===== src/rtl/mflq_pkg.sv =====
// ----------------------------------------------------------------------------
// mflq_pkg
// Shared types and constants of the multi-FIFO lossy queue unit.
// ----------------------------------------------------------------------------
`default_nettype none

package mflq_pkg;

   localparam int OP_WIDTH    = 2;
   localparam int INDEX_WIDTH = 2;
   localparam int WORD_WIDTH  = 32;
   localparam int STAT_WIDTH  = 2;
   localparam int OCC_WIDTH   = 4;
   localparam int LOST_WIDTH  = 32;

   typedef enum logic [OP_WIDTH-1:0] {
      OP_READ  = 2'd0,
      OP_WRITE = 2'd1,
      OP_INIT  = 2'd2
   } op_type;

   typedef enum logic [STAT_WIDTH-1:0] {
      ST_OK    = 2'd0,
      ST_EMPTY = 2'd1,
      ST_LOST  = 2'd2
   } status_type;

   typedef enum logic {
      S_IDLE = 1'b0,
      S_EXEC = 1'b1
   } state_type;

   typedef struct packed {
      logic load;
      logic commit;
   } ctrl_cmd_type;

   typedef struct packed {
      logic out_busy;
   } ctrl_status_type;

endpackage

`default_nettype wire


===== src/rtl/mflq_if.sv =====
// ----------------------------------------------------------------------------
// mflq_if
// Request and response channels: valid/ready handshake with payload.
// ----------------------------------------------------------------------------
`default_nettype none

interface mflq_req_if
   import mflq_pkg::*;
   ();
   logic                   valid;
   logic                   ready;
   logic [OP_WIDTH-1:0]    op;
   logic [INDEX_WIDTH-1:0] fifo_index;
   logic [WORD_WIDTH-1:0]  write_data;

   modport source (output valid, output op, output fifo_index, output write_data,
                   input ready);
   modport sink   (input valid, input op, input fifo_index, input write_data,
                   output ready);
endinterface

interface mflq_rsp_if
   import mflq_pkg::*;
   ();
   logic                  valid;
   logic                  ready;
   logic [WORD_WIDTH-1:0] read_data;
   logic [STAT_WIDTH-1:0] status;
   logic [OCC_WIDTH-1:0]  occupancy;
   logic [LOST_WIDTH-1:0] lost_total;

   modport source (output valid, output read_data, output status, output occupancy,
                   output lost_total, input ready);
   modport sink   (input valid, input read_data, input status, input occupancy,
                   input lost_total, output ready);
endinterface

`default_nettype wire


===== src/rtl/mflq_ctrl.sv =====
// ----------------------------------------------------------------------------
// mflq_ctrl
// Controller: accepts one request, then commits it once the output is free.
// ----------------------------------------------------------------------------
`default_nettype none

module mflq_ctrl
   import mflq_pkg::*;
(
   input  wire logic            clock,
   input  wire logic            reset,
   input  wire logic            req_valid,
   output      logic            req_ready,
   input  wire ctrl_status_type stat,
   output      ctrl_cmd_type    cmd
);

   state_type state_ff;
   state_type state_in;

   always_ff @(posedge clock) begin
      if (reset) begin
         state_ff <= S_IDLE;
      end else begin
         state_ff <= state_in;
      end
   end

   always_comb begin
      state_in = state_ff;
      unique case (state_ff)
         S_IDLE: begin
            if (req_valid) state_in = S_EXEC;
         end
         S_EXEC: begin
            if (!stat.out_busy) state_in = S_IDLE;
         end
         default: state_in = S_IDLE;
      endcase
   end

   always_comb begin
      req_ready  = 1'b0;
      cmd.load   = 1'b0;
      cmd.commit = 1'b0;
      unique case (state_ff)
         S_IDLE: begin
            req_ready = !reset;
            cmd.load  = req_valid && !reset;
         end
         S_EXEC: begin
            cmd.commit = !stat.out_busy;
         end
         default: ;
      endcase
   end

endmodule

`default_nettype wire


===== src/rtl/mflq_dp.sv =====
// ----------------------------------------------------------------------------
// mflq_dp
// Datapath: per-queue pointers and counters, entry store, output register.
// ----------------------------------------------------------------------------
`default_nettype none

module mflq_dp
   import mflq_pkg::*;
#(
   parameter int DEPTH      = 16,
   parameter int NUM_QUEUES = 4,
   parameter int DATA_WIDTH = 32
) (
   input  wire logic                   clock,
   input  wire logic                   reset,
   input  wire ctrl_cmd_type           cmd,
   output      ctrl_status_type        stat,
   input  wire logic [OP_WIDTH-1:0]    req_op,
   input  wire logic [INDEX_WIDTH-1:0] req_fifo_index,
   input  wire logic [WORD_WIDTH-1:0]  req_write_data,
   output      logic                   rsp_valid,
   input  wire logic                   rsp_ready,
   output      logic [WORD_WIDTH-1:0]  rsp_read_data,
   output      logic [STAT_WIDTH-1:0]  rsp_status,
   output      logic [OCC_WIDTH-1:0]   rsp_occupancy,
   output      logic [LOST_WIDTH-1:0]  rsp_lost_total
);

   localparam int PW      = $clog2(DEPTH);
   localparam int QW      = (NUM_QUEUES > 1) ? $clog2(NUM_QUEUES) : 1;
   localparam int ENTRIES = NUM_QUEUES * DEPTH;
   localparam int AW      = $clog2(ENTRIES);

   localparam logic [PW-1:0] LAST_SLOT = PW'(DEPTH - 1);

   // per-queue state
   logic [PW-1:0]         head_ff [NUM_QUEUES];
   logic [PW-1:0]         tail_ff [NUM_QUEUES];
   logic [PW-1:0]         count_ff[NUM_QUEUES];
   logic [LOST_WIDTH-1:0] lost_ff [NUM_QUEUES];

   logic [DATA_WIDTH-1:0] store_mem[ENTRIES];

   // request capture
   logic [OP_WIDTH-1:0]   op_ff;
   logic [QW-1:0]         q_ff;
   logic                  in_range_ff;
   logic [DATA_WIDTH-1:0] data_ff;
   logic [DATA_WIDTH-1:0] rdata_ff;

   // output register
   logic                  rsp_valid_ff;
   logic [WORD_WIDTH-1:0] read_data_ff;
   status_type            status_ff;
   logic [OCC_WIDTH-1:0]  occ_ff;
   logic [LOST_WIDTH-1:0] lost_total_ff;

   logic                  req_in_range;
   logic [QW-1:0]         req_q;
   logic [AW-1:0]         raddr;
   logic [AW-1:0]         waddr;

   logic [PW-1:0]         head_cur;
   logic [PW-1:0]         tail_cur;
   logic [PW-1:0]         count_cur;
   logic [LOST_WIDTH-1:0] lost_cur;
   logic [PW-1:0]         head_in;
   logic [PW-1:0]         tail_in;
   logic [PW-1:0]         count_in;
   logic [LOST_WIDTH-1:0] lost_in;
   logic [DATA_WIDTH-1:0] rd_value;
   status_type            status_in;
   logic                  mem_we;
   logic                  update;

   assign req_in_range = 32'(req_fifo_index) < 32'(NUM_QUEUES);
   assign req_q        = req_in_range ? QW'(req_fifo_index) : '0;
   assign raddr        = AW'(32'(req_q) * DEPTH + 32'(head_ff[req_q]));

   always_ff @(posedge clock) begin
      if (cmd.load) begin
         op_ff       <= req_op;
         q_ff        <= req_q;
         in_range_ff <= req_in_range;
         data_ff     <= DATA_WIDTH'(req_write_data);
         rdata_ff    <= store_mem[raddr];
      end
      if (mem_we) begin
         store_mem[waddr] <= data_ff;
      end
   end

   assign head_cur  = head_ff[q_ff];
   assign tail_cur  = tail_ff[q_ff];
   assign count_cur = count_ff[q_ff];
   assign lost_cur  = lost_ff[q_ff];
   assign waddr     = AW'(32'(q_ff) * DEPTH + 32'(tail_cur));
   assign update    = cmd.commit && in_range_ff;

   always_comb begin
      head_in   = head_cur;
      tail_in   = tail_cur;
      count_in  = count_cur;
      lost_in   = lost_cur;
      rd_value  = '0;
      status_in = ST_OK;
      mem_we    = 1'b0;
      unique case (op_ff)
         OP_READ: begin
            if (count_cur == '0) begin
               status_in = ST_EMPTY;
            end else begin
               rd_value = rdata_ff;
               head_in  = (head_cur == LAST_SLOT) ? '0 : head_cur + 1'b1;
               count_in = count_cur - 1'b1;
            end
         end
         OP_WRITE: begin
            mem_we = update;
            if (count_cur == LAST_SLOT) begin
               lost_in   = lost_cur + 1'b1;
               status_in = ST_LOST;
            end else begin
               tail_in  = (tail_cur == LAST_SLOT) ? '0 : tail_cur + 1'b1;
               count_in = count_cur + 1'b1;
            end
         end
         OP_INIT: begin
            head_in  = '0;
            tail_in  = '0;
            count_in = '0;
            lost_in  = '0;
         end
         default: ;
      endcase
   end

   always_ff @(posedge clock) begin
      for (int i = 0; i < NUM_QUEUES; i++) begin
         if (reset) begin
            head_ff[i]  <= '0;
            tail_ff[i]  <= '0;
            count_ff[i] <= '0;
            lost_ff[i]  <= '0;
         end else if (update && (QW'(i) == q_ff)) begin
            head_ff[i]  <= head_in;
            tail_ff[i]  <= tail_in;
            count_ff[i] <= count_in;
            lost_ff[i]  <= lost_in;
         end
      end
   end

   always_ff @(posedge clock) begin
      if (reset) begin
         rsp_valid_ff <= 1'b0;
      end else if (cmd.commit) begin
         rsp_valid_ff <= 1'b1;
      end else if (rsp_ready) begin
         rsp_valid_ff <= 1'b0;
      end
   end

   always_ff @(posedge clock) begin
      if (cmd.commit) begin
         if (in_range_ff) begin
            read_data_ff  <= WORD_WIDTH'(rd_value);
            status_ff     <= status_in;
            occ_ff        <= OCC_WIDTH'(count_in);
            lost_total_ff <= lost_in;
         end else begin
            read_data_ff  <= '0;
            status_ff     <= ST_OK;
            occ_ff        <= '0;
            lost_total_ff <= '0;
         end
      end
   end

   assign stat.out_busy  = rsp_valid_ff && !rsp_ready;
   assign rsp_valid      = rsp_valid_ff;
   assign rsp_read_data  = read_data_ff;
   assign rsp_status     = status_ff;
   assign rsp_occupancy  = occ_ff;
   assign rsp_lost_total = lost_total_ff;

   a_commit_free: assert property (@(posedge clock) disable iff (reset)
      cmd.commit |-> !(rsp_valid_ff && !rsp_ready))
      else $error("commit while output register held");

   a_count_bound: assert property (@(posedge clock) disable iff (reset)
      update |-> (count_cur <= LAST_SLOT))
      else $error("queue count above capacity");

   a_lost_status: assert property (@(posedge clock) disable iff (reset)
      (update && op_ff == OP_WRITE && count_cur == LAST_SLOT)
      |=> (rsp_valid_ff && status_ff == ST_LOST))
      else $error("overwrite not reported as lost");

   a_empty_zero: assert property (@(posedge clock) disable iff (reset)
      (rsp_valid_ff && status_ff == ST_EMPTY) |-> (read_data_ff == '0))
      else $error("empty read returned data");

endmodule

`default_nettype wire


===== src/rtl/multi_fifo_lossy_queue_unit.sv =====
// ----------------------------------------------------------------------------
// multi_fifo_lossy_queue_unit
// Several ring-buffer FIFOs with lossy overwrite on full and non-blocking read.
// ----------------------------------------------------------------------------
// A request is captured in the request registers on transfer; its result is written
// to the output register once that is free. The queue state is updated from the
//   registered store read of the accept cycle before a new request is accepted.
// A request is taken while the previous result still waits in the output register.
// Reset clears pointers, counts, lost counters and the controller; the entry
//   store is not cleared and is not needed to be, no clearing pass.
`default_nettype none

module multi_fifo_lossy_queue_unit
   import mflq_pkg::*;
#(
   parameter int DEPTH      = 16,
   parameter int NUM_QUEUES = 4,
   parameter int DATA_WIDTH = 32
) (
   input wire logic    clock,
   input wire logic    reset,
   mflq_req_if.sink    req_bus,
   mflq_rsp_if.source  rsp_bus
);

   ctrl_cmd_type    cmd;
   ctrl_status_type stat;
   logic            ready;

   mflq_ctrl u_ctrl (
      .clock     (clock),
      .reset     (reset),
      .req_valid (req_bus.valid),
      .req_ready (ready),
      .stat      (stat),
      .cmd       (cmd)
   );

   mflq_dp #(
      .DEPTH      (DEPTH),
      .NUM_QUEUES (NUM_QUEUES),
      .DATA_WIDTH (DATA_WIDTH)
   ) u_dp (
      .clock          (clock),
      .reset          (reset),
      .cmd            (cmd),
      .stat           (stat),
      .req_op         (req_bus.op),
      .req_fifo_index (req_bus.fifo_index),
      .req_write_data (req_bus.write_data),
      .rsp_valid      (rsp_bus.valid),
      .rsp_ready      (rsp_bus.ready),
      .rsp_read_data  (rsp_bus.read_data),
      .rsp_status     (rsp_bus.status),
      .rsp_occupancy  (rsp_bus.occupancy),
      .rsp_lost_total (rsp_bus.lost_total)
   );

   assign req_bus.ready = ready;

endmodule

`default_nettype wire


===== src/flat_wrapper.sv =====
// flat-port wrapper written by rule: the top's interface ports become plain ports
module multi_fifo_lossy_queue_unit_flat import mflq_pkg::*;
#(
   parameter int DEPTH      = 16,
   parameter int NUM_QUEUES = 4,
   parameter int DATA_WIDTH = 32
)
  (clock, reset, req_bus_valid, req_bus_op, req_bus_fifo_index, req_bus_write_data, req_bus_ready, rsp_bus_valid, rsp_bus_read_data, rsp_bus_status, rsp_bus_occupancy, rsp_bus_lost_total, rsp_bus_ready);
  mflq_req_if req_bus_i ();
  mflq_rsp_if rsp_bus_i ();
  input wire logic clock;
  input wire logic reset;
  input wire logic [$bits(req_bus_i.valid)-1:0] req_bus_valid;
  input wire logic [$bits(req_bus_i.op)-1:0] req_bus_op;
  input wire logic [$bits(req_bus_i.fifo_index)-1:0] req_bus_fifo_index;
  input wire logic [$bits(req_bus_i.write_data)-1:0] req_bus_write_data;
  output wire logic [$bits(req_bus_i.ready)-1:0] req_bus_ready;
  output wire logic [$bits(rsp_bus_i.valid)-1:0] rsp_bus_valid;
  output wire logic [$bits(rsp_bus_i.read_data)-1:0] rsp_bus_read_data;
  output wire logic [$bits(rsp_bus_i.status)-1:0] rsp_bus_status;
  output wire logic [$bits(rsp_bus_i.occupancy)-1:0] rsp_bus_occupancy;
  output wire logic [$bits(rsp_bus_i.lost_total)-1:0] rsp_bus_lost_total;
  input wire logic [$bits(rsp_bus_i.ready)-1:0] rsp_bus_ready;
  assign req_bus_i.valid = req_bus_valid;
  assign req_bus_i.op = req_bus_op;
  assign req_bus_i.fifo_index = req_bus_fifo_index;
  assign req_bus_i.write_data = req_bus_write_data;
  assign req_bus_ready = req_bus_i.ready;
  assign rsp_bus_valid = rsp_bus_i.valid;
  assign rsp_bus_read_data = rsp_bus_i.read_data;
  assign rsp_bus_status = rsp_bus_i.status;
  assign rsp_bus_occupancy = rsp_bus_i.occupancy;
  assign rsp_bus_lost_total = rsp_bus_i.lost_total;
  assign rsp_bus_i.ready = rsp_bus_ready;
  multi_fifo_lossy_queue_unit #(.DEPTH(DEPTH), .NUM_QUEUES(NUM_QUEUES), .DATA_WIDTH(DATA_WIDTH)) u_core (.clock(clock), .reset(reset), .req_bus(req_bus_i), .rsp_bus(rsp_bus_i));
endmodule

===== config.mk =====
export PLATFORM = sky130hd
export DESIGN_NAME = multi_fifo_lossy_queue_unit_flat
export DESIGN_NICKNAME = d
export VERILOG_FILES = /design/src/rtl/mflq_pkg.sv /design/src/rtl/mflq_if.sv /design/src/rtl/mflq_ctrl.sv /design/src/rtl/mflq_dp.sv /design/src/rtl/multi_fifo_lossy_queue_unit.sv /design/src/flat_wrapper.sv
export SDC_FILE = /design/constraint.sdc
export NUM_CORES = 2
export LEC_CHECK = 0
export BUFFER_PORTS_ARGS = -buffer_cell sky130_fd_sc_hd__buf_4
export CAP_MARGIN = 10
export CORE_UTILIZATION = 30
export CTS_CLUSTER_DIAMETER = 60
export CTS_CLUSTER_SIZE = 14
export DETAILED_ROUTE_END_ITERATION = 8
export GPL_ROUTABILITY_DRIVEN = 0
export SYNTH_ARGS = -nofsm -noshare
export SYNTH_HDL_FRONTEND = slang
export SYNTH_SLANG_ARGS = --single-unit

===== constraint.sdc =====
create_clock -name clock -period 22.7 [get_ports clock]
set_input_delay 4.54 -clock clock [delete_from_list [all_inputs] [get_ports clock]]
set_output_delay 4.54 -clock clock [all_outputs]
set_load 0.005 [all_outputs]

# == Word level (Yosys, flattened, before mapping) ==
# Memories as Yosys holds them, arrays and structs flattened. A register that Yosys moved wholly into a read port is not among the register bits.
# Index checks and enable logic that the tools add are counted.
# word_totals
n_memories,5
mem_bits_rw,2224
output_inout_bits,72
inputBits,40
elab_cells,120
register_bits,108
# mem_list
memory,words,word_bits,rd,rd_clocked_by_memory_dff,wr,line,source
u_core.u_dp.store_mem,64,32,1,1,1,mflq_dp.sv:42,logic [DATA_WIDTH-1:0] store_mem[ENTRIES];
u_core.u_dp.lost_ff,4,32,1,1,4,mflq_dp.sv:40,logic [LOST_WIDTH-1:0] lost_ff [NUM_QUEUES];
u_core.u_dp.count_ff,4,4,1,1,4,mflq_dp.sv:39,logic [PW-1:0] count_ff[NUM_QUEUES];
u_core.u_dp.head_ff,4,4,2,1,4,mflq_dp.sv:37,logic [PW-1:0] head_ff [NUM_QUEUES];
u_core.u_dp.tail_ff,4,4,1,1,4,mflq_dp.sv:38,logic [PW-1:0] tail_ff [NUM_QUEUES];
# op_classes
n_bitwise,18
reduce_logical,14
n_mux,59
n_addsub,7
eq_ne,8
# ops
cell,n
$mux 32,5
$mux 4,18
$pmux 32 s2,1
$add 32x1->32 const B,1
$mux 1,25
$or 1x1->1,16
$pmux 4 s2,2
$add 4x1->4 const B,3
$add 6x4->6,2
$eq 4x4->1 const B,3
$pmux 4 s3,1
$mux 2,5
$logic_and 1x1->1,6
$eq 2x2->1 const A,2
$logic_not 2->1,2
$logic_not 4->1,1
$pmux 2 s2,1
$sub 4x1->4 const B,1
$logic_not 1->1,3
$eq 1x2->1 const A,1
$eq 2x1->1 const B,1
$eq 2x2->1 const B,1
$not 1->1,2
$pmux 1 s2,1
other kinds (2),2

# == Logic depth before layout (Yosys ltp) ==
# depth
depth_word,9
ltp_mapped,12
ltp_nobuf,9

# == Modules after synthesis ==
# A second synthesis with hierarchy kept.
# hier_totals
cells_unflattened,4724
hier_area_um2,91501.5
# by_module_without_submodules
module,cells_per_inst,seq_area_each_um2,n_inst,area_per_inst_um2
mflq_dp,4718,70988.1,1,91451.5
mflq_ctrl,6,20.0,1,50.0

# == Worst setup path after synthesis ==
# Ideal clock, no wire load.
# synth_path
path_kind,input-to-reg
startpoint,input rsp_bus_ready
endpoint,"memory u_core.u_dp.store_mem[31][0], enable pin"
n_path_buf,0
setup_time_ns,0.501
setup_slack_ns,10.708
arrival_ns,11.490
path_stages,4
required_ns,22.199
path_cell_list,nor2b_1 > nor2b_1 > nand2_1 > nor4_1
# synth_rtl
element,line,source
"start, declared",flat_wrapper.sv:23,input wire logic [$bits(rsp_bus_i.ready)-1:0] rsp_bus_ready;
"end, declared",mflq_dp.sv:42,

# == Final worst setup path ==
# layout_path
startpoint,input reset
endpoint,output req_bus_ready
# layout_via
elab_chain_cells,2
# layout_rtl
element,line,source
"start, declared",flat_wrapper.sv:12,input wire logic reset;
$logic_not 1->1,mflq_ctrl.sv:48,req_ready = !reset;
$mux 1,mflq_ctrl.sv:46,unique case (state_ff)
"end, declared",flat_wrapper.sv:17,output wire logic [$bits(req_bus_i.ready)-1:0] req_bus_ready;
# Every way passes these cells.

==> metrics.md <==
| Metric | Value |
|---|---|
| Maximum clock rate | approximately 0.11 GHz |
| Core footprint | 307000 µm² |
| Max Slew Vio Count | 0 |
| RSZ-0062 raised after global routing | false |
| Yosys warnings | 0 |
| Async S/R FF share, synth | 0 |
| Final hold violations | 0 |
| Die height | 558 µm |
| Arr. time, crit path | 4.97 ns |
| Placed cell areas | roughly 100000 µm² |
| H-tree depth | 4 |
| # clock sinks | about 2.4k |
| Max clock buf depth | 4 |
| Gate count after technology mapping | 5228 |
| Vias in the first global route | 47.9k |
| Worst Setup End Kind | output pin |
| Setup TNS | 0 ns |
| Largest net degree at the start of global routing | 174 |
| Post-Syn Area per Cell | ~18 µm² |
| Top FF cell, synth | edfxtp_1 |
| Sw Share | 0.227 |
| Top cell by count, worst path | buf_4 |
| Gr ovfl total | 0 |
| Sequential area share after synthesis | 0.766 |
| Min-delay worst type | register to register |
| Pre-antenna DRT Iters | 5 |
| NetSw | approximately 0.0019 W |
| Post-synth EDFFs | 2362 |
| Worst Clk Skew | between 0.09 and 0.1 ns |
| IO Count | 112 |
| Post-DR vias/cell | 5.19 |
| Layout area overhead | 12.9% |
| Worst slew pin tran | 1.30 ns |
| Min-Delay Path Depth | 2 |
| Antenna viol nets, final | 0 |
| All-Layer GR Usage | 0.160 |
| Status | complete, no violations |
| Row count | 203 |
| P_int | 0.00663 W |
| Post-synth top area cell | edfxtp_1 |
| Critical path startpoint category | input port |
| Max-slew headroom | 0.123 |
| WHS | about 0.54 ns |
| Final WL | 257000 µm |
| Setup CP Type | input port to output pin |
| Minimum clock period | 9.51 ns |
| Crit-path cells | buf_4 > nor2_1 > buf_4 |
| Initial antenna violation count | 21 |
| Fin nets | 5451 |
| Slowest cell on crit path | buf_4 |
| CTS tree | done |
| Final setup violation count | 0 |
| Net Count, Synth | 5277 |
| Die Area | 311000 µm² |
| Clock Latency Late Sink | 0.90 ns |
| CTS Buf Count | 199 |
| Tcrit/Tclk final | 0.419 |
| Distinct cells, synth | 63 |
| Starting DRT DRC Count | 5609 |
| R2R cell count | 9 |
| Slowest stage delay, CP | 0.16 ns |
| Chip width | 558 µm |
| Main area contributors after synthesis | edfxtp_1 76%, mux2i_1 6.8%, mux4_2 4.5% |
| Root buffer cell | clkbuf_16 |
| Starting Density | 0.302 |
| Wire per inst | about 27 µm |
| CTS clk-pin slew, worst paths | 0.06 ns |
| Worst VDD drop | 0.0627 mV |
| Residual DRC | 0 |
| Setup bufs post-CTS | 0 |
| Synthesized flop and latch total | between 2k and 2.5k |
| Max-Cap Viols | 0 |
| Design Area, Final | 105000 µm² |
| Logic pwr share | 0.076 |
| Worst path top cell family by delay | buffers and inverters |
| Clock group share of total power | 0.360 |
| Post-CTS Resized | 0 |
| Vias | 49.5k |
| Post-Syn Area | 92700 µm² |
| Overall Power | about 0.0086 W |
| Bufs and invs on worst path | 2 |
| Number of I/O port buffers | 111 |
| Critical Path RT | 18.16 ns |
| First-pass GRT wire length | between 300000 and 400000 µm |
| Critical Path Fanout Max | 13 |
| LEAKAGE | 33.1 nW |
| Power Density | a little over 80 nW/µm² |
| Hpwl dp | 140000 µm |
| # hold bufs at CTS | 0 |
| Layout cell share with drive strength beyond 1 | 0.155 |
| Synth top area share | 0.765 |
| Crit path depth | 3 |
| Flop pwr share | 0.565 |
[cells in the final DEF (no fill, tap or decap), types with 17 or more instances in the layout]
cell / n
and3_1: 17
nand3_1: 186
nand2_1: 450
mux2i_1: 628
o221a_2: 21
o211ai_1: 22
and2_1: 68
xor2_1: 22
inv_1: 21
o41ai_2: 21
nor2_4: 62
a31oi_1: 45
a22oi_1: 191
clkbuf_16: 202
buf_4: 269
nor2_1: 217
a32o_1: 42
o311a_1: 22
a211oi_1: 44
edfxtp_1: 2362
a21oi_1: 85
mux4_2: 181
[cell families after synthesis]
kind of cell | share of synthesized area
fa+ha+maj | 0.00121
flops | 0.766
xor+xnor | 0.00312
mux | 0.114
buf+inv | 0.0170
compound gates | 0.0466
simple gates | 0.0524
[routing by layer]
layer  share of wire  global-route usage  wire [µm]
met5         0.00058                   0        150
met2            0.44               0.235     112000
met3            0.11              0.0530      29300
met4           0.032              0.0534       8310
met1            0.42               0.222     107000
[power by group through the flow]
| stage | Clock, W | Sequential [W] | Combinational, W |
|---|---|---|---|
| after global placement | 0 | 0.00494 | 0.000632 |
| final | 0.00309 | 0.00484 | 0.000649 |
| after global routing | 0.00328 | 0.00484 | 0.000686 |
| after CTS | 0.00314 | 0.00484 | 0.000644 |
| after floorplan | 0 | 0.00495 | 0.000380 |
| after detailed placement | 0 | 0.00494 | 0.000642 |
[worst register-to-register path, cell delays in order (launching register included)]
cell and delay [ns]:
edfxtp_1 0.42, mux4_4 0.79, buf_12 0.67, buf_4 0.98
buf_4 0.79, mux2i_1 0.24, a22oi_1 0.22, o211ai_1 0.24
o41ai_2 0.91, o311a_1 0.31
[layout make-up]
cell class	count	area (µm²)
clock buffers	218	5110
flip-flops and latches	2366	71000
diodes	8	20.0
well taps	4100	5130
multi-input cells	2539	21000
repair buffers	274	2120
clock inverters	16	208
inverters	22	82.6
fillers	28700	202000
[cells in the mapped netlist (22+ instances only)]
library cell and number:
edfxtp_1 2362, mux2i_1 629, nand2_1 452, nor2_1 282, a22oi_1 191, nand3_1 186, mux4_2 184, clkbuf_1 147
a21oi_1 85, buf_2 82, and2_1 70, a211oi_1 58, a31oi_1 45, a32o_1 42, buf_4 34, o211ai_1 22
o311a_1 22, o41ai_1 22, xor2_1 22
[registers in the layout, summed over array words and instances, names as in the netlist, named ones only]
signal / flops
u_core.u_dp.store_mem: 2048
u_core.u_dp.lost_ff: 128
u_core.u_dp.data_ff: 32
u_core.u_dp.rdata_ff: 32
u_core.u_dp.rsp_lost_total: 32
u_core.u_dp.rsp_read_data: 32
u_core.u_dp.count_ff: 16
u_core.u_dp.head_ff: 16
u_core.u_dp.tail_ff: 16
u_core.u_dp.rsp_occupancy: 4
u_core.u_dp.op_ff: 2
u_core.u_dp.q_ff: 2
u_core.u_dp.rsp_status: 2
u_core.u_ctrl.state_ff: 1
u_core.u_dp.rsp_valid: 1
[path summary, 6_finish.rpt]
kind | to | slack [ns] | from
worst min register to register | u_core.u_dp.rsp_valid$_SDFFE_PP0P_ | 0.54 | u_core.u_ctrl.state_ff$_SDFF_PP0_
worst max register to register | u_core.u_dp.rdata_ff[5]$_DFFE_PP_ | 16.97 | u_core.u_dp.head_ff[1][1]$_SDFFCE_PN0P_
worst max-delay path | req_bus_ready | 13.19 | reset
worst min-delay path | u_core.u_dp.rsp_valid$_SDFFE_PP0P_ | 0.54 | u_core.u_ctrl.state_ff$_SDFF_PP0_
[per-stage QoR]
step                      setup WS [ns]   util  instances
final                             13.19  0.341       9543
after global routing              13.16  0.341       9535
after CTS                         13.18  0.341       9535
after detailed placement          12.56  0.324       9301
after global placement            12.61  0.324       9300
after floorplan                   10.71      -       5228
Power figures use the tool's default switching activity.
